### config.mk
export PLATFORM = sky130hd
export DESIGN_NAME = lsfd_match
export DESIGN_NICKNAME = d
export VERILOG_FILES = /design/src/hdl/lsfd_pkg.sv /design/src/hdl/lsfd_match.sv
export SDC_FILE = /design/constraint.sdc
export NUM_CORES = 1
export LEC_CHECK = 0
export ABC_AREA = 1
export ABC_CLOCK_PERIOD_IN_PS = 8100
export BUFFER_PORTS_ARGS = -buffer_cell sky130_fd_sc_hd__buf_2
export CAP_MARGIN = 15
export CORE_MARGIN = 3
export CORE_UTILIZATION = 45
export CTS_CLUSTER_SIZE = 25
export DETAILED_ROUTE_END_ITERATION = 6
export PLACE_DENSITY = 0.66
export SLEW_MARGIN = 30
export SYNTH_ARGS = -nofsm -noshare
export SYNTH_HDL_FRONTEND = slang
export SYNTH_SLANG_ARGS = --single-unit
export TNS_END_PERCENT = 5
### constraint.sdc
create_clock -name i_clk -period 8.1 [get_ports i_clk]
set_clock_uncertainty 0.15 [all_clocks]
set_input_delay 0.81 -clock i_clk [delete_from_list [all_inputs] [get_ports i_clk]]
set_output_delay 0.81 -clock i_clk [all_outputs]
set_load 0.005 [all_outputs]
### src/hdl/lsfd_pkg.sv
`default_nettype none
// ----------------------------------------------------------------------------
// lsfd_pkg: shared types, constants and helpers of the lidar frame decoder
// Holds the frame patterns, the CORDIC angle table, rounding helpers and the
// sequencer state type.
// ----------------------------------------------------------------------------
package lsfd_pkg;

    localparam int PAYLOAD_BYTES = 1080;
    localparam int BEAMS         = 361;
    localparam int HEADER_BYTES  = 20;
    localparam int START_BYTES   = 6;
    localparam int WIN_LEN       = (HEADER_BYTES > START_BYTES) ? HEADER_BYTES : START_BYTES;

    localparam int CW          = 36;   // CORDIC datapath width
    localparam int CORDIC_LAST = 30;   // 31 micro-rotations
    localparam int SQRT_LAST   = 31;   // 32 root digits

    typedef logic signed [CW-1:0] t_cval;

    localparam logic [31:0] PI_Q30      = 32'd3373259426;
    localparam logic [31:0] HALF_PI_Q30 = 32'd1686629713;
    localparam logic [31:0] CORDIC_K    = 32'd652032874;
    localparam logic [31:0] ANG_STEP_Q  = 32'(PI_Q30 / 360);
    localparam logic [8:0]  ANG_STEP_R  = 9'(PI_Q30 % 360);
    localparam logic [8:0]  ANG_DIV     = 9'd360;

    localparam logic [12:0] RANGE_LIMIT_RESET = 13'd7500;
    localparam logic signed [15:0] BEARING_MAX = 16'sd25736;

    // Configuration register indexes.
    localparam logic [1:0] CFG_OFFSET_X = 2'd0;
    localparam logic [1:0] CFG_OFFSET_Y = 2'd1;
    localparam logic [1:0] CFG_RANGE    = 2'd2;

    typedef enum logic [1:0] {
        EV_START = 2'd0,
        EV_POINT = 2'd1,
        EV_DONE  = 2'd2
    } t_event;

    typedef enum logic [3:0] {
        ST_IDLE,
        ST_TRIG,
        ST_MULX,
        ST_MULY,
        ST_SQX,
        ST_SQY,
        ST_SQRT_GO,
        ST_SQRT,
        ST_VEC,
        ST_EMIT
    } t_state;

    typedef struct packed {
        logic start;
        logic rotate;
    } t_cordic_cmd;

    typedef struct packed {
        logic hdr;
        logic start;
    } t_match;

    localparam logic [7:0] HDR_PAT [HEADER_BYTES] = '{
        8'h73, 8'h53, 8'h4e, 8'h20, 8'h4c, 8'h4d, 8'h44, 8'h73, 8'h63, 8'h61,
        8'h6e, 8'h64, 8'h61, 8'h74, 8'h61, 8'h20, 8'h31, 8'h20, 8'h45, 8'h42
    };

    localparam logic [7:0] START_PAT [START_BYTES] = '{
        8'h06, 8'h02, 8'h80, 8'h03, 8'h00, 8'hA0
    };

    function automatic t_cval atan_q30(input logic [4:0] k);
        t_cval a;
        case (k)
            5'd0:  a = 36'sd843314857;
            5'd1:  a = 36'sd497837829;
            5'd2:  a = 36'sd263043837;
            5'd3:  a = 36'sd133525159;
            5'd4:  a = 36'sd67021687;
            5'd5:  a = 36'sd33543516;
            5'd6:  a = 36'sd16775851;
            5'd7:  a = 36'sd8388437;
            5'd8:  a = 36'sd4194283;
            5'd9:  a = 36'sd2097149;
            default: a = t_cval'(36'd1 << (5'd30 - k));
        endcase
        return a;
    endfunction

    // Round a Q2.30 value to Q1.15 and clamp to 16 bits.
    function automatic logic signed [15:0] round_q15(input t_cval v);
        logic signed [CW:0] s;
        logic signed [CW:0] t;
        logic signed [15:0] r;
        s = {v[CW-1], v} + 37'sd16384;
        t = s >>> 15;
        if (t > 37'sd32767) begin
            r = 16'sh7FFF;
        end else if (t < -37'sd32768) begin
            r = 16'sh8000;
        end else begin
            r = t[15:0];
        end
        return r;
    endfunction

    // Round a Q2.30 angle to Q3.13 and clamp to the bearing range.
    function automatic logic signed [15:0] round_q13(input t_cval v);
        logic signed [CW:0] s;
        logic signed [CW:0] t;
        logic signed [15:0] r;
        s = {v[CW-1], v} + 37'sd65536;
        t = s >>> 17;
        if (t > 37'sd25736) begin
            r = BEARING_MAX;
        end else if (t < -37'sd25736) begin
            r = -BEARING_MAX;
        end else begin
            r = t[15:0];
        end
        return r;
    endfunction

endpackage
`default_nettype wire

### src/hdl/lsfd_match.sv
`default_nettype none
// ----------------------------------------------------------------------------
// lsfd_match: byte window and pattern matcher
// Shifts each byte into a window of the newest bytes and flags a scan header
// or a start reply; a hit clears the window.
// ----------------------------------------------------------------------------
module lsfd_match (
    input  wire logic             i_clk,
    input  wire logic             i_rst_n,
    input  wire logic             i_shift,
    input  wire logic [7:0]       i_byte,
    output lsfd_pkg::t_match      o_match
);

    logic [7:0] r_win [lsfd_pkg::WIN_LEN];
    logic [7:0] n_win [lsfd_pkg::WIN_LEN];

    always_comb begin
        for (int i = 0; i < lsfd_pkg::WIN_LEN - 1; i++) begin
            n_win[i] = r_win[i + 1];
        end
        n_win[lsfd_pkg::WIN_LEN - 1] = i_byte;

        o_match.hdr = 1'b1;
        for (int i = 0; i < lsfd_pkg::HEADER_BYTES; i++) begin
            if (n_win[lsfd_pkg::WIN_LEN - lsfd_pkg::HEADER_BYTES + i] != lsfd_pkg::HDR_PAT[i]) begin
                o_match.hdr = 1'b0;
            end
        end

        o_match.start = 1'b1;
        for (int i = 0; i < lsfd_pkg::START_BYTES; i++) begin
            if (n_win[lsfd_pkg::WIN_LEN - lsfd_pkg::START_BYTES + i] != lsfd_pkg::START_PAT[i]) begin
                o_match.start = 1'b0;
            end
        end
    end

    always_ff @(posedge i_clk) begin
        if (!i_rst_n) begin
            for (int i = 0; i < lsfd_pkg::WIN_LEN; i++) begin
                r_win[i] <= 8'd0;
            end
        end else if (i_shift) begin
            for (int i = 0; i < lsfd_pkg::WIN_LEN; i++) begin
                r_win[i] <= (o_match.hdr || o_match.start) ? 8'd0 : n_win[i];
            end
        end
    end

endmodule
`default_nettype wire

# ---- Word-level counts from Yosys, hierarchy flattened
# Memories as Yosys holds them, arrays and structs flattened.
# Cells that the tools add are included.
dict set report op_classes {
  div 0
  bitwise_logic 20
  n_reduce_logical 2
  mux 70
  n_lt_le_gt_ge 0
  add_sub_neg 0
  mul 0
  shifts 0
  n_eq_ne 25
}
# op count
set ops {}
lappend ops {{$mux 8} 40}
lappend ops {{$ne 8x7->1 const B} 16}
lappend ops {{$ne 8x6->1 const B} 4}
lappend ops {{$mux 1} 30}
lappend ops {{$or 1x1->1} 20}
lappend ops {{$ne 8x2->1 const B} 2}
lappend ops {{$ne 8x8->1 const B} 2}
lappend ops {{$ne 8x3->1 const B} 1}
lappend ops {{$reduce_bool 8->1} 1}
lappend ops {{$logic_or 1x1->1} 1}
dict set report word_totals {
  n_memories 1
  latchBits 0
  out_inout_bits 2
  ramBits 160
  reg_bits 0
  mem_bits_ro 0
}
# memory depth word_bits rd rd_ports_with_merged_regs wr line_no
set mem_list {}
lappend mem_list {r_win 20 8 19 0 20 lsfd_match.sv:15} ;# logic [7:0] r_win [lsfd_pkg::WIN_LEN];

# ---- Logic depth before layout (Yosys ltp)
dict set report logic_depth {
  ltp_word 24
  ltp_mapped 13
  ltp_nobuf 10
}

# ---- Worst setup path after synthesis
# Ideal clock, no wire load.
dict set report synth_timing {
  kind {input port to flip-flop}
  start {input port i_shift}
  end {memory r_win[12][4], in the netlist r_win[0][100], enable pin}
  setup_slack_ns 3.389
  path_buffers 0
  setup_ns 0.519
  required_ns 7.431
  stages 2
  t_arrival_ns 4.043
  path_cell_list {inv_1 > nand2_1}
}
# item line_no
set synth_lines {}
lappend synth_lines {{start: declaration} lsfd_match.sv:10} ;# input wire logic i_shift,
lappend synth_lines {{end: declaration} lsfd_match.sv:15}

==> qor.csv <==
metric,value,unit
Max Fclk,334,MHz
Placer Congestion,0.801,
Pre-antenna DRT Iters,4,
largest net degree at the start of global routing,79,
clk buf depth,2,
Setup Viol. Count Final,0,
final setup margin,5.10,ns
Wirelength per Cell,11.2,um
Layout area overhead,12.2,%
antenna violation net count after detailed routing,0,
port bufs,12,
clock share of power,42.0,%
Via Count,3920,
hold buffers post-CTS,0,
H-tree levels,4,
routed wire length,9680,um
Num CTS Buffers,17,
Max Slew Vio Count,0,
post_cts resized,0,
# DRC,0,
cells after synthesis,653,
final std cells w/o fill,864,
GRT Overall Usage,13.0,%
vias in the first global route,3846,
Switching Share,21.4,%
final setup TNS,0,ns
area of the core,14000,um^2
VDD IR max,0.000178,V
# IOs,13,
clk slew on worst S/H paths,0.06,ns
number of flip-flops in the largest register,152,
final instance area,7340,um^2
Final Power,1.77,mW
largest registers,r_win (152),
final hold viol count,0,
FP Rows,43,
unrepaired setup endpoints after global routing,false,
DIE HEIGHT,127,um
Starting Density,46.6,%
combinational power share,5.0,%
DP Area,6750,um^2
Tcrit/Tclk final,37.0,%
Sw Pwr,379,uW
number of DRC markers in iteration 0,391,
Slew @ Worst Pin,0.732,ns
crit path DAT,2.98,ns
Synth Cell Area,6550,um^2
gr ovfl total,0,
Setup Crit Path Kind,flip-flop to flip-flop,
root buffer cell,clkbuf_16,
"commonest non-fill, non-tap cells in the layout","206 x nor2_1, 159 x inv_1, 152 x edfxtp_1",
initial antenna violation count,0,
ANT cells,0,
outcome,finished clean,
Seq pwr share,52.9,%
Period minus WS final,3.00,ns
syn_nets,664,
Synth Register Bits,152,
P_leak,3.00,nW
critical path endpoint category,flip-flop,
setup bufs post-CTS,0,
crit path max fanout,78,
Final Net Count,682,
placed cells,831,
HPWL after DPL,6060,um
"Seq/Total Area, Yosys",69.7,%
"Clk Latency, worst-skew pair",0.41,ns
Hold Crit Class,flip-flop to flip-flop,
die span in x,127,um
YS warnings,0,
critical path required time,8.08,ns
Worst slew margin,51.2,%
max-capacitance violation count,0,
number of vias per cell,4.54,
pwr/cell area,241,nW/um^2
"commonest non-fill, non-tap cell in the layout",nor2_1,
Die Footprint,16000,um^2
Top reg by flops,r_win,
Clock Sinks,152,
first-pass GRT wire length,16700,um
Startpoint Class,flip-flop,
Setup WS pre-CTS,4.76,ns
Mean Syn Cell Area,10.0,um^2
cell-internal power,1.39,mW
CTS tree,built,
"Distinct cells, synth",13,
layout cell share with drive strength beyond 1,6.73,%
==> per-layer routing <==
layer	wire length [um]	up-vias	track usage, %
li1	-	2025	-
met1	4580	1851	17.0
met2	4750	38	20.5
met3	285	6	4.29
met4	67	0	4.54
met5	0	-	0
==> through the flow <==
step | hold slack, ns | util (%)
final | 0.405 | 52.3
after floorplan | 0.381 | -
after global routing | 0.437 | 52.3
after detailed placement | 0.398 | 48.1
after global placement | 0.390 | 48.1
after CTS | 0.409 | 52.1
==> cells by family after synthesis <==
| logic type | share of synthesized area (%) |
|---|---|
| buffers and inverters | 10.9 |
| DFF | 69.7 |
| and+or+nand+nor | 19.3 |
==> power groups by stage <==
stage | Clock (mW) | Sequential (mW) | Combinational [mW]
6_report | 0.744 | 0.937 | 0.0888
3_3_place_gp | 0 | 0.953 | 0.0854
3_5_place_dp | 0 | 0.954 | 0.0878
5_1_grt | 0.792 | 0.943 | 0.104
2_1_floorplan | 0 | 0.953 | 0.0699
4_1_cts | 0.759 | 0.938 | 0.0884
==> worst paths after layout <==
check | start | to | slack, ns | cells past startpoint
max | r_win[0][81] | r_win[0][32] | 5.10 | 11
min | r_win[0][95] | r_win[0][87] | 0.41 | 2
max reg2reg | r_win[0][81] | r_win[0][32] | 5.10 | 11
min reg2reg | r_win[0][95] | r_win[0][87] | 0.41 | 2
==> critical path, stage by stage (launching register included) <==
cell,delay [ns]
edfxtp_1,0.36
inv_1,0.09
nand2_1,0.06
nor2_1,0.10
nand2_1,0.08
nor2_1,0.12
nand2_1,0.07
nor2_1,0.17
nand3_1,0.19
nand3_4,0.47
buf_4,0.70
nor2_1,0.11
==> cell type report <==
type / count / area, um^2
Fill cell: 1210 / 6700
Sequential cell: 152 / 4560
Multi-Input combinational cell: 325 / 1290
Inverter: 160 / 601
Clock buffer: 18 / 429
Tap cell: 180 / 225
Clock inverter: 14 / 134
Timing Repair Buffer: 15 / 95.1
==> cell usage after synthesis (all sizes together) <==
cell type,number,share of area [%]
nor2,206,12
buf,16,1.7
nor3,7,0.61
nand2,98,5.6
inv,160,9.2
nand4,6,0.57
nand3,5,0.38
nand3b,3,0.34
edfxtp,152,70
Power figures use the tool's default switching activity.
