File: config.mk
export PLATFORM = sky130hd
export DESIGN_NAME = lsfd_isqrt
export DESIGN_NICKNAME = d
export VERILOG_FILES = /design/src/hdl/lsfd_pkg.sv /design/src/hdl/lsfd_isqrt.sv
export SDC_FILE = /design/constraint.sdc
export NUM_CORES = 1
export LEC_CHECK = 0
export ABC_AREA = 1
export BUFFER_PORTS_ARGS = -buffer_cell sky130_fd_sc_hd__buf_2
export CAP_MARGIN = 20
export CORE_MARGIN = 2
export CORE_UTILIZATION = 45
export CTS_CLUSTER_SIZE = 8
export DETAILED_ROUTE_END_ITERATION = 7
export PLACE_DENSITY_LB_ADDON = 0.2
export SLEW_MARGIN = 10
export SYNTH_ARGS = -nofsm -noshare
export SYNTH_HDL_FRONTEND = slang
export SYNTH_SLANG_ARGS = --single-unit
File: constraint.sdc
create_clock -name i_clk -period 7.9 [get_ports i_clk]
set_input_delay 1.185 -clock i_clk [delete_from_list [all_inputs] [get_ports i_clk]]
set_output_delay 1.185 -clock i_clk [all_outputs]
set_load 0.01 [all_outputs]
File: src/hdl/lsfd_pkg.sv
`default_nettype none
// ----------------------------------------------------------------------------
// lsfd_pkg: shared types, constants and helpers of the lidar frame decoder
// Holds the frame patterns, the CORDIC angle table, rounding helpers and the
// sequencer state type.
// ----------------------------------------------------------------------------
package lsfd_pkg;

    localparam int PAYLOAD_BYTES = 1080;
    localparam int BEAMS         = 361;
    localparam int HEADER_BYTES  = 20;
    localparam int START_BYTES   = 6;
    localparam int WIN_LEN       = (HEADER_BYTES > START_BYTES) ? HEADER_BYTES : START_BYTES;

    localparam int CW          = 36;   // CORDIC datapath width
    localparam int CORDIC_LAST = 30;   // 31 micro-rotations
    localparam int SQRT_LAST   = 31;   // 32 root digits

    typedef logic signed [CW-1:0] t_cval;

    localparam logic [31:0] PI_Q30      = 32'd3373259426;
    localparam logic [31:0] HALF_PI_Q30 = 32'd1686629713;
    localparam logic [31:0] CORDIC_K    = 32'd652032874;
    localparam logic [31:0] ANG_STEP_Q  = 32'(PI_Q30 / 360);
    localparam logic [8:0]  ANG_STEP_R  = 9'(PI_Q30 % 360);
    localparam logic [8:0]  ANG_DIV     = 9'd360;

    localparam logic [12:0] RANGE_LIMIT_RESET = 13'd7500;
    localparam logic signed [15:0] BEARING_MAX = 16'sd25736;

    // Configuration register indexes.
    localparam logic [1:0] CFG_OFFSET_X = 2'd0;
    localparam logic [1:0] CFG_OFFSET_Y = 2'd1;
    localparam logic [1:0] CFG_RANGE    = 2'd2;

    typedef enum logic [1:0] {
        EV_START = 2'd0,
        EV_POINT = 2'd1,
        EV_DONE  = 2'd2
    } t_event;

    typedef enum logic [3:0] {
        ST_IDLE,
        ST_TRIG,
        ST_MULX,
        ST_MULY,
        ST_SQX,
        ST_SQY,
        ST_SQRT_GO,
        ST_SQRT,
        ST_VEC,
        ST_EMIT
    } t_state;

    typedef struct packed {
        logic start;
        logic rotate;
    } t_cordic_cmd;

    typedef struct packed {
        logic hdr;
        logic start;
    } t_match;

    localparam logic [7:0] HDR_PAT [HEADER_BYTES] = '{
        8'h73, 8'h53, 8'h4e, 8'h20, 8'h4c, 8'h4d, 8'h44, 8'h73, 8'h63, 8'h61,
        8'h6e, 8'h64, 8'h61, 8'h74, 8'h61, 8'h20, 8'h31, 8'h20, 8'h45, 8'h42
    };

    localparam logic [7:0] START_PAT [START_BYTES] = '{
        8'h06, 8'h02, 8'h80, 8'h03, 8'h00, 8'hA0
    };

    function automatic t_cval atan_q30(input logic [4:0] k);
        t_cval a;
        case (k)
            5'd0:  a = 36'sd843314857;
            5'd1:  a = 36'sd497837829;
            5'd2:  a = 36'sd263043837;
            5'd3:  a = 36'sd133525159;
            5'd4:  a = 36'sd67021687;
            5'd5:  a = 36'sd33543516;
            5'd6:  a = 36'sd16775851;
            5'd7:  a = 36'sd8388437;
            5'd8:  a = 36'sd4194283;
            5'd9:  a = 36'sd2097149;
            default: a = t_cval'(36'd1 << (5'd30 - k));
        endcase
        return a;
    endfunction

    // Round a Q2.30 value to Q1.15 and clamp to 16 bits.
    function automatic logic signed [15:0] round_q15(input t_cval v);
        logic signed [CW:0] s;
        logic signed [CW:0] t;
        logic signed [15:0] r;
        s = {v[CW-1], v} + 37'sd16384;
        t = s >>> 15;
        if (t > 37'sd32767) begin
            r = 16'sh7FFF;
        end else if (t < -37'sd32768) begin
            r = 16'sh8000;
        end else begin
            r = t[15:0];
        end
        return r;
    endfunction

    // Round a Q2.30 angle to Q3.13 and clamp to the bearing range.
    function automatic logic signed [15:0] round_q13(input t_cval v);
        logic signed [CW:0] s;
        logic signed [CW:0] t;
        logic signed [15:0] r;
        s = {v[CW-1], v} + 37'sd65536;
        t = s >>> 17;
        if (t > 37'sd25736) begin
            r = BEARING_MAX;
        end else if (t < -37'sd25736) begin
            r = -BEARING_MAX;
        end else begin
            r = t[15:0];
        end
        return r;
    endfunction

endpackage
`default_nettype wire

File: src/hdl/lsfd_isqrt.sv
`default_nettype none
// ----------------------------------------------------------------------------
// lsfd_isqrt: digit-by-digit integer square root of a 64-bit value
// One root bit per cycle; o_done pulses with the floor root.
// ----------------------------------------------------------------------------
module lsfd_isqrt (
    input  wire logic        i_clk,
    input  wire logic        i_rst_n,
    input  wire logic        i_start,
    input  wire logic [63:0] i_value,
    output logic             o_done,
    output logic [31:0]      o_root
);

    logic        r_run;
    logic        r_done;
    logic [4:0]  r_j;
    logic [63:0] r_v;
    logic [63:0] r_r;
    logic [63:0] bit_w;
    logic [64:0] trial;
    logic        ge;

    always_comb begin
        bit_w = 64'd1 << {r_j, 1'b0};
        trial = {1'b0, r_r} + {1'b0, bit_w};
        ge    = {1'b0, r_v} >= trial;
    end

    always_ff @(posedge i_clk) begin
        if (!i_rst_n) begin
            r_run  <= 1'b0;
            r_done <= 1'b0;
        end else begin
            r_done <= 1'b0;
            if (i_start) begin
                r_run <= 1'b1;
            end else if (r_run && r_j == 5'd0) begin
                r_run  <= 1'b0;
                r_done <= 1'b1;
            end
        end
    end

    always_ff @(posedge i_clk) begin
        if (i_start) begin
            r_v <= i_value;
            r_r <= 64'd0;
            r_j <= 5'(lsfd_pkg::SQRT_LAST);
        end else if (r_run) begin
            if (ge) begin
                r_v <= r_v - trial[63:0];
                r_r <= (r_r >> 1) + bit_w;
            end else begin
                r_r <= r_r >> 1;
            end
            r_j <= r_j - 5'd1;
        end
    end

    assign o_done = r_done;
    assign o_root = r_r[31:0];

endmodule
`default_nettype wire

After elaboration in Yosys (flattened, before gate mapping)
Cells that the tools add are included.

operators by class
  add/sub/neg operators = 4
  magnitude comparators = 1
  shifts and indexed selects = 1
  mux-type cells = 7
  bitwise logic cells = 1
  reduce and logical (&&, ||, !) cells = 7

operators with widths
  cell                    number
  $mux W64                4
  $add A64 B64 Y65        1
  $ge A64 B65 Y1          1
  $add A63 B64 Y64        1
  $shl A1 B6 Y64 const A  1
  $sub A64 B64 Y64        1
  $reduce_bool A2 Y1      3
  $logic_not A5 Y1        1
  $sub A5 B1 Y5 const B   1
  $mux W1                 3
  $reduce_and A2 Y1       1
  $reduce_or A2 Y1        1
  $logic_and A1 B1 Y1     1
  $not A1 Y1              1

word-level totals
  register bits = 135
  input bits = 67
  output and inout port bits = 33
  word-level logic and storage cells = 26

Depth between registers and ports, before layout
Gate-level depths: netlist of run 1.

  word-level depth = 6
  gate-level depth with buffers = 37
  mapped depth without buffers = 35

Worst setup path before layout of run 1
OpenSTA, ideal clock, no wires.

  path kind = register to register
  start = register r_j[0]
  end = register r_v[0] (enable)
  setup time = 0.424 ns
  arrival time = 5.754 ns
  data required time = 7.476 ns
  slack = 1.722 ns
  stages on the path, launching flop included = 32
  path buffers = 2
  clock period less this slack = 6.178 ns
  cell sequence = dfxtp_1 > inv_1 > ha_1 > inv_1 > nor3_1 > ha_1 > ha_1 > nand3_1 > o21ai_0 > nand2_1 > o21ai_0 > nand2_1 > nand2_1 > a21oi_1 > o21ai_0 > a21oi_1 > xor2_1 > ha_1 > nand2_1 > nor2_1 > nand2_1 > nor2_1 > nand4_1 > nor2_1 > nor2_2 > nor2_4 > nand2_4 > nand3_2 > buf_6 > buf_6 > nand2_1 > nand2_1

between the ends
  longest elaborated chain between the ends = 5

RTL lines
  what                          line              text
  start, declared               lsfd_isqrt.sv:17  logic [4:0] r_j;
  start signal, assigned        lsfd_isqrt.sv:49  r_j <= 5'(lsfd_pkg::SQRT_LAST);
  start signal, assigned        lsfd_isqrt.sv:57  r_j <= r_j - 5'd1;
  $shl A1 B6 Y64                lsfd_isqrt.sv:25  bit_w = 64'd1 << {r_j, 1'b0};
  $add A64 B64 Y65              lsfd_isqrt.sv:26  trial = {1'b0, r_r} + {1'b0, bit_w};
  $ge A64 B65 Y1                lsfd_isqrt.sv:27  ge = {1'b0, r_v} >= trial;
  $reduce_bool A2 Y1 (no line)  --
  $reduce_and A2 Y1 (no line)   --
  end signal, assigned          lsfd_isqrt.sv:47  r_v <= i_value;
  end signal, assigned          lsfd_isqrt.sv:52  r_v <= r_v - trial[63:0];
  end, declared                 lsfd_isqrt.sv:18  logic [63:0] r_v;

No other way between the ends.
A chain may end at the register's enable or synchronous reset.

Final worst setup path of run 1
  start = register r_j[0]
  end = register r_v[52] (enable)

The elaborated chain is that of the path after synthesis.

==> flow_summary.yaml, run 1 <==
clock_tree:
  clock_sinks: 135
  post-cts-setup-buffers: 0
  cts_root_buf: "clkbuf_16"
  cts-buffers-inserted: 17
  post_cts_resized: 0
  hold_buffers: 0
  clockBufferDepth: 2
  cts_tree: "yes"
  cts.clk_slew.worst_paths_ps: 70
  insertion_delay_ps: 470
  cts_max_level: 4
sta:
  period_share_pct: 88.82
  setup_tns_ps: 0
  max-slew-margin-rel_pct: 33.18
  hold_violations: 0
  layout_min_cycle_time_ps: 7017
  final_max_slew_viol_count: 0
  worst_pin_slew_ps: 991.9
  setup_slack_ps: 883.1
  rsz0062_at_grt: "false"
  setup_viol: 0
  finClkSkew_ps: 13.90
  max_freq_ghz: 0.1425
critical_path:
  arrival_ps: 7140
  slowest_stage: "nor3_1"
  critPathRequiredTime_ps: 8020
  path_max_fanout: 62
  cpPeakStageDelay_ps: 580
  setup.worst_path.end_class: "register"
  cpMostUsedCell: "nand2_1"
  worstSetupStartpointType: "register"
  critical_path_class: "reg -> reg"
power:
  p_seq_share_pct: 22.9
  p_sw_share_pct: 52.01
  powerDensity_nw_per_um2: 259.5
  p_clk_share_pct: 16.6
  power.switching_mw: 2.621
  irDropWorstVdd_v: 0.0001744
  p_comb_share_pct: 60.5
  p_leak_nw: 8.420
  internal-power_mw: 2.418
logic_synthesis:
  yosys_register_bits: 135
  syn_area_um2: 18080
  netlist_instances: 3027
  ys_types: 50
  async_flop_share_pct: 0
  syn_nets: 3230
  avgSynthCellArea_um2: 5.972
  ys_warn_count: 0
  yosys_most_used_dff: "dfxtp_1"
  synth_seq_area_share_pct: 18.49
  synth_edf_count: 64
die:
  fp.dieW_um: 204.4
  row_count: 73
  core_area_um2: 39730
  num_io_pins: 100
  initial_utilization_pct: 45.50
  dieArea_um2: 41790
  dieHeight_um: 204.4
global_routing:
  first_global_vias: 18920
  grt_max_degree: 91
  grt_pass1_wl_mm: 109.5
  grtUsageTotal_pct: 34.33
  gr-total-overflow: 0
  antenna_found_initial: 0
routing:
  drtAntennaViolNets: 0
  drt_pass1_iterations: 6
  drc: 0
  via_count: 20544
  drt-total-wl_mm: 71.67
  vias_per_cell: 5.708
  wl_per_cell_um: 19.91
  drtIter0Drc: 2370
placement:
  place_area_um2: 18810
  io_buffers: 99
  post-place-ws_ps: 1085
  gp_congestion: 1.024
  dp_hpwl_mm: 58.55
finish:
  layout.nets: 3264
  fillCellCount: 4394
  insertedDiodeCount: 0
  syn_to_final_growth_pct: 7.406
  layout_common_cells: "nand2_1 (799), inv_1 (406), nor2_1 (341)"
  final_cell_area_um2: 19420
  drive_above_1_share_pct: 8.360
  mostFrequentLayoutCell: "nand2_1"
worst_hold_path:
  min_path_type: "reg -> reg"
status:
  status: "complete, no violations"
flow_run:
  maxCapViolations: 0
[metrics by stage]
step / utilization [%] / power [mW] / instances / hold slack [ps]
6_report: 48.87 / 5.039 / 3599 / 543.0
5_1_grt: 48.87 / 5.386 / 3599 / 582.7
4_1_cts: 48.80 / 4.967 / 3598 / 546.8
3_5_place_dp: 47.33 / 4.125 / 3566 / 533.5
3_3_place_gp: 47.33 / 4.106 / 3566 / 513.1
2_1_floorplan: - / 3.261 / 3027 / 463.1
[logic make-up (layout without fill, tap and decap cells)]
logic type                 after synthesis  after routing  synth area share [%]
buffers and inverters                  509            556                 11.55
xor gates and xnor gates               122            122                 5.910
DFF                                    135            135                 18.49
AOI/OAI and AO/OA                      551            551                 17.13
and+or+nand+nor                       1574           1574                 37.46
adders and majority gates              136            136                 9.454
[power by group through the flow]
| stage | clock network (mW) | logic, mW | registers, mW |
|---|---|---|---|
| 2_1_floorplan | 0 | 2.19 | 1.07 |
| 3_3_place_gp | 0 | 2.94 | 1.17 |
| 3_5_place_dp | 0 | 2.96 | 1.17 |
| 4_1_cts | 0.842 | 2.97 | 1.15 |
| 5_1_grt | 0.863 | 3.36 | 1.17 |
| 6_report | 0.836 | 3.05 | 1.15 |
[path summary, 6_finish.rpt]
path	start	to	slack, ps	cells past startpoint
worst max-delay path	r_j[0]	r_v[52]	880	31
worst min-delay path	r_j[1]	r_j[1]	540	2
worst max register to register	r_j[0]	r_v[52]	880	31
worst min register to register	r_j[1]	r_j[1]	540	2
[cell usage after synthesis, types with 2 or more instances]
cell	n	area, um2
nand2_4	2	22.52
buf_2	10	50.05
nor2_1	341	1280
nand3_1	251	1256
o211ai_1	11	82.58
buf_6	6	67.56
inv_1	406	1524
nor4_1	14	87.58
o21ai_2	2	17.52
inv_2	6	22.52
o31ai_1	4	30.03
dfxtp_1	71	1421
a21o_1	19	142.6
nand4_1	34	212.7
buf_4	32	240.2
a31oi_1	19	118.9
nand2_2	23	143.9
a21oi_1	221	1106
or2_2	28	175.2
nor2_2	3	18.77
buf_1	8	30.03
o21ai_1	17	85.08
xor2_1	74	648.1
clkbuf_1	40	150.1
nor2_4	2	22.52
nor3_1	33	165.2
a21boi_0	10	75.07
nand3b_1	13	97.59
ha_1	135	1689
edfxtp_1	64	1922
o21ai_0	185	925.9
o21bai_1	29	217.7
a21oi_2	20	175.2
nor3_2	3	30.03
xnor2_1	48	420.4
a221oi_1	8	70.07
nand3_2	23	230.2
nand2_1	800	3003
[state kept, by name, indices dropped and copies added (netlist names)]
| register | flops |
|---|---|
| r_j | 5 |
| r_run | 1 |
| r_r | 64 |
| o_done | 1 |
| r_v | 64 |
[worst max-delay path: cells and delay by family, from the launching register on]
family | cells | cell delay [ps]
AOI/OAI and AO/OA | 6 | 1590
DFF | 1 | 340
adders and majority gates | 3 | 1080
buffers and inverters | 3 | 550
xor gates and xnor gates | 1 | 170
and+or+nand+nor | 18 | 2870
[final cells by class]
class	instances	area (um2)	area share [%]
clock inverter	9	91.34	0.4704
sequential	135	3344	17.22
timing repair buffer	111	633.1	3.261
inverter	413	1550	7.984
clock buffer	23	491.7	2.532
multi-input combinational	2383	12650	65.15
tap	525	656.9	3.383
[routing by layer]
layer	GRT usage, %	wire, um	part of all wire (%)
met1	47.98	32660	46
met2	53.23	30740	43
met5	0	0	0
met4	10.51	1961	2.7
met3	6.505	6311	8.8
(Power assumes the default switching activity.)
==> run 2, diff against run 1 <==
--- a/config.mk
+++ b/config.mk
@@ -8,6 +8,8 @@
 export ABC_AREA = 1
 export BUFFER_PORTS_ARGS = -buffer_cell sky130_fd_sc_hd__buf_2
 export CAP_MARGIN = 20
+export CELL_PAD_IN_SITES_DETAIL_PLACEMENT = 1
+export CELL_PAD_IN_SITES_GLOBAL_PLACEMENT = 1
 export CORE_MARGIN = 2
 export CORE_UTILIZATION = 45
 export CTS_CLUSTER_SIZE = 8
==> constraint.sdc (replaced) <==
create_clock -name i_clk -period 8.8 [get_ports i_clk]
set_input_delay 1.32 -clock i_clk [delete_from_list [all_inputs] [get_ports i_clk]]
set_output_delay 1.32 -clock i_clk [all_outputs]
set_load 0.01 [all_outputs]
==> flow_summary.yaml, run 2 (same netlist as run 1, synthesis figures left out) <==
sta:
  layout_min_cycle_time_ps: 7837
  max-slew-margin-rel_pct: 19.29
  period_share_pct: 89.05
  worst_pin_slew_ps: 1198
  finClkSkew_ps: 13.14
  rsz0062_at_grt: "false"
  max_freq_ghz: 0.1276
  setup_viol: 0
  setup_tns_ps: 0
  hold_violations: 0
  final_max_slew_viol_count: 0
power:
  p_leak_nw: 8.363
  irDropWorstVdd_v: 0.0001879
  powerDensity_nw_per_um2: 234.5
routing:
  drtIter0Drc: 1758
  via_count: 20649
  vias_per_cell: 5.744
  drc: 0
  wl_per_cell_um: 21.67
  drt_pass1_iterations: 6
  drt-total-wl_mm: 77.89
  drtAntennaViolNets: 0
die:
  dieHeight_um: 204.4
  dieArea_um2: 41790
  core_area_um2: 39730
  row_count: 73
  initial_utilization_pct: 45.50
  fp.dieW_um: 204.4
  num_io_pins: 100
clock_tree:
  post_cts_resized: 0
  post-cts-setup-buffers: 0
  cts_tree: "yes"
  cts_root_buf: "clkbuf_16"
  clockBufferDepth: 2
  cts_max_level: 4
  cts-buffers-inserted: 17
  hold_buffers: 0
  clock_sinks: 135
  cts.clk_slew.worst_paths_ps: 70
  insertion_delay_ps: 510
finish:
  drive_above_1_share_pct: 8.274
  insertedDiodeCount: 0
  layout_common_cells: "nand2_1 (799), inv_1 (406), nor2_1 (341)"
  fillCellCount: 5709
  mostFrequentLayoutCell: "nand2_1"
  seq_area_um2: 3344
  syn_to_final_growth_pct: 6.748
  multi_input_area_um2: 12650
  layout.nets: 3260
  stdcell_count: 3595
  fin_util_pct: 48.57
  reg_top3: "r_r (64), r_v (64), r_j (5)"
critical_path:
  slowest_stage: "buf_4"
  worstSetupStartpointType: "register"
  cpPeakStageDelay_ps: 770
  critPathRequiredTime_ps: 8930
  critical_path_class: "reg -> reg"
  arrival_ps: 7970
  crit_buf_inv: 3
  path_max_fanout: 64
  path_delay_family: "simple AND/OR/NAND/NOR gates"
  cpMostUsedCell: "nand2_1"
  setup.worst_path.end_class: "register"
placement:
  io_buffers: 99
  dp_hpwl_mm: 64.45
  gp_congestion: 1.061
  dp_cells: 3563
global_routing:
  first_global_vias: 20854
  gr-total-overflow: 0
  antenna_found_initial: 0
  grt_pass1_wl_mm: 119.0
  use_met2_pct: 60.23
  grt_max_degree: 77
  use_met3_pct: 7.494
  busiest_layer: "met2"
  grtUsageTotal_pct: 37.39
  grt_use_met1_pct: 49.52
worst_hold_path:
  min_path_type: "reg -> reg"
flow_run:
  maxCapViolations: 0
status:
  status: "complete, no violations"
[run 2: cell count changes in the layout (fill, tap and decap cells not counted), sizes merged]
cell | previous run | this run
buf | 111 | 107
clkinvlp | 2 | 3
clkinv | 5 | 6
clkbuf | 23 | 18
bufinv | 1 | 0
inv | 414 | 418
[run 2: final cells by class]
cell class | instances | share of cell area (%)
inverters | 413 | 8.033
repair buffers | 107 | 2.892
clock buffers | 18 | 2.276
well taps | 525 | 3.404
flip-flops and latches | 135 | 17.33
multi-input cells | 2383 | 65.55
clock inverters | 14 | 0.5187
[run 2: worst paths after layout]
| kind | depth (start not counted) | start | slack, ps | to |
|---|---|---|---|---|
| worst min register to register | 2 | r_r[0] | 520 | r_r[0] |
| worst max-delay path | 31 | r_j[0] | 960 | r_v[11] |
| worst max register to register | 31 | r_j[0] | 960 | r_v[11] |
| worst min-delay path | 2 | r_r[0] | 520 | r_r[0] |
[run 2: through the flow]
stage	hold WS [ps]	power [mW]	instance area, um2	worst slack, ps
6_report	520.7	4.526	19300	963.4
5_1_grt	544.9	4.850	19300	443.4
4_1_cts	521.6	4.479	19300	1231
3_5_place_dp	511.3	3.744	18760	1281
3_3_place_gp	501.2	3.655	18760	1357
2_1_floorplan	463.1	2.927	18080	2622
[run 2: power by group]
part           switching, mW  total, mW  leakage (nW)  internal, mW
sequential             0.167       1.03          1.23         0.860
combinational           1.91       2.79          6.87         0.881
clock                  0.345      0.712         0.264         0.367
[run 2: layer usage]
layer	part of all wire, %	routed length [um]
met4	2.8	2199
met2	45	34870
met3	7.0	5467
met5	0	0
met1	45	35360
[run 2: worst min-delay path: stages (launching register included)]
cell and delay (ps):
dfxtp_1 340, nand2_1 70, a21oi_1 60
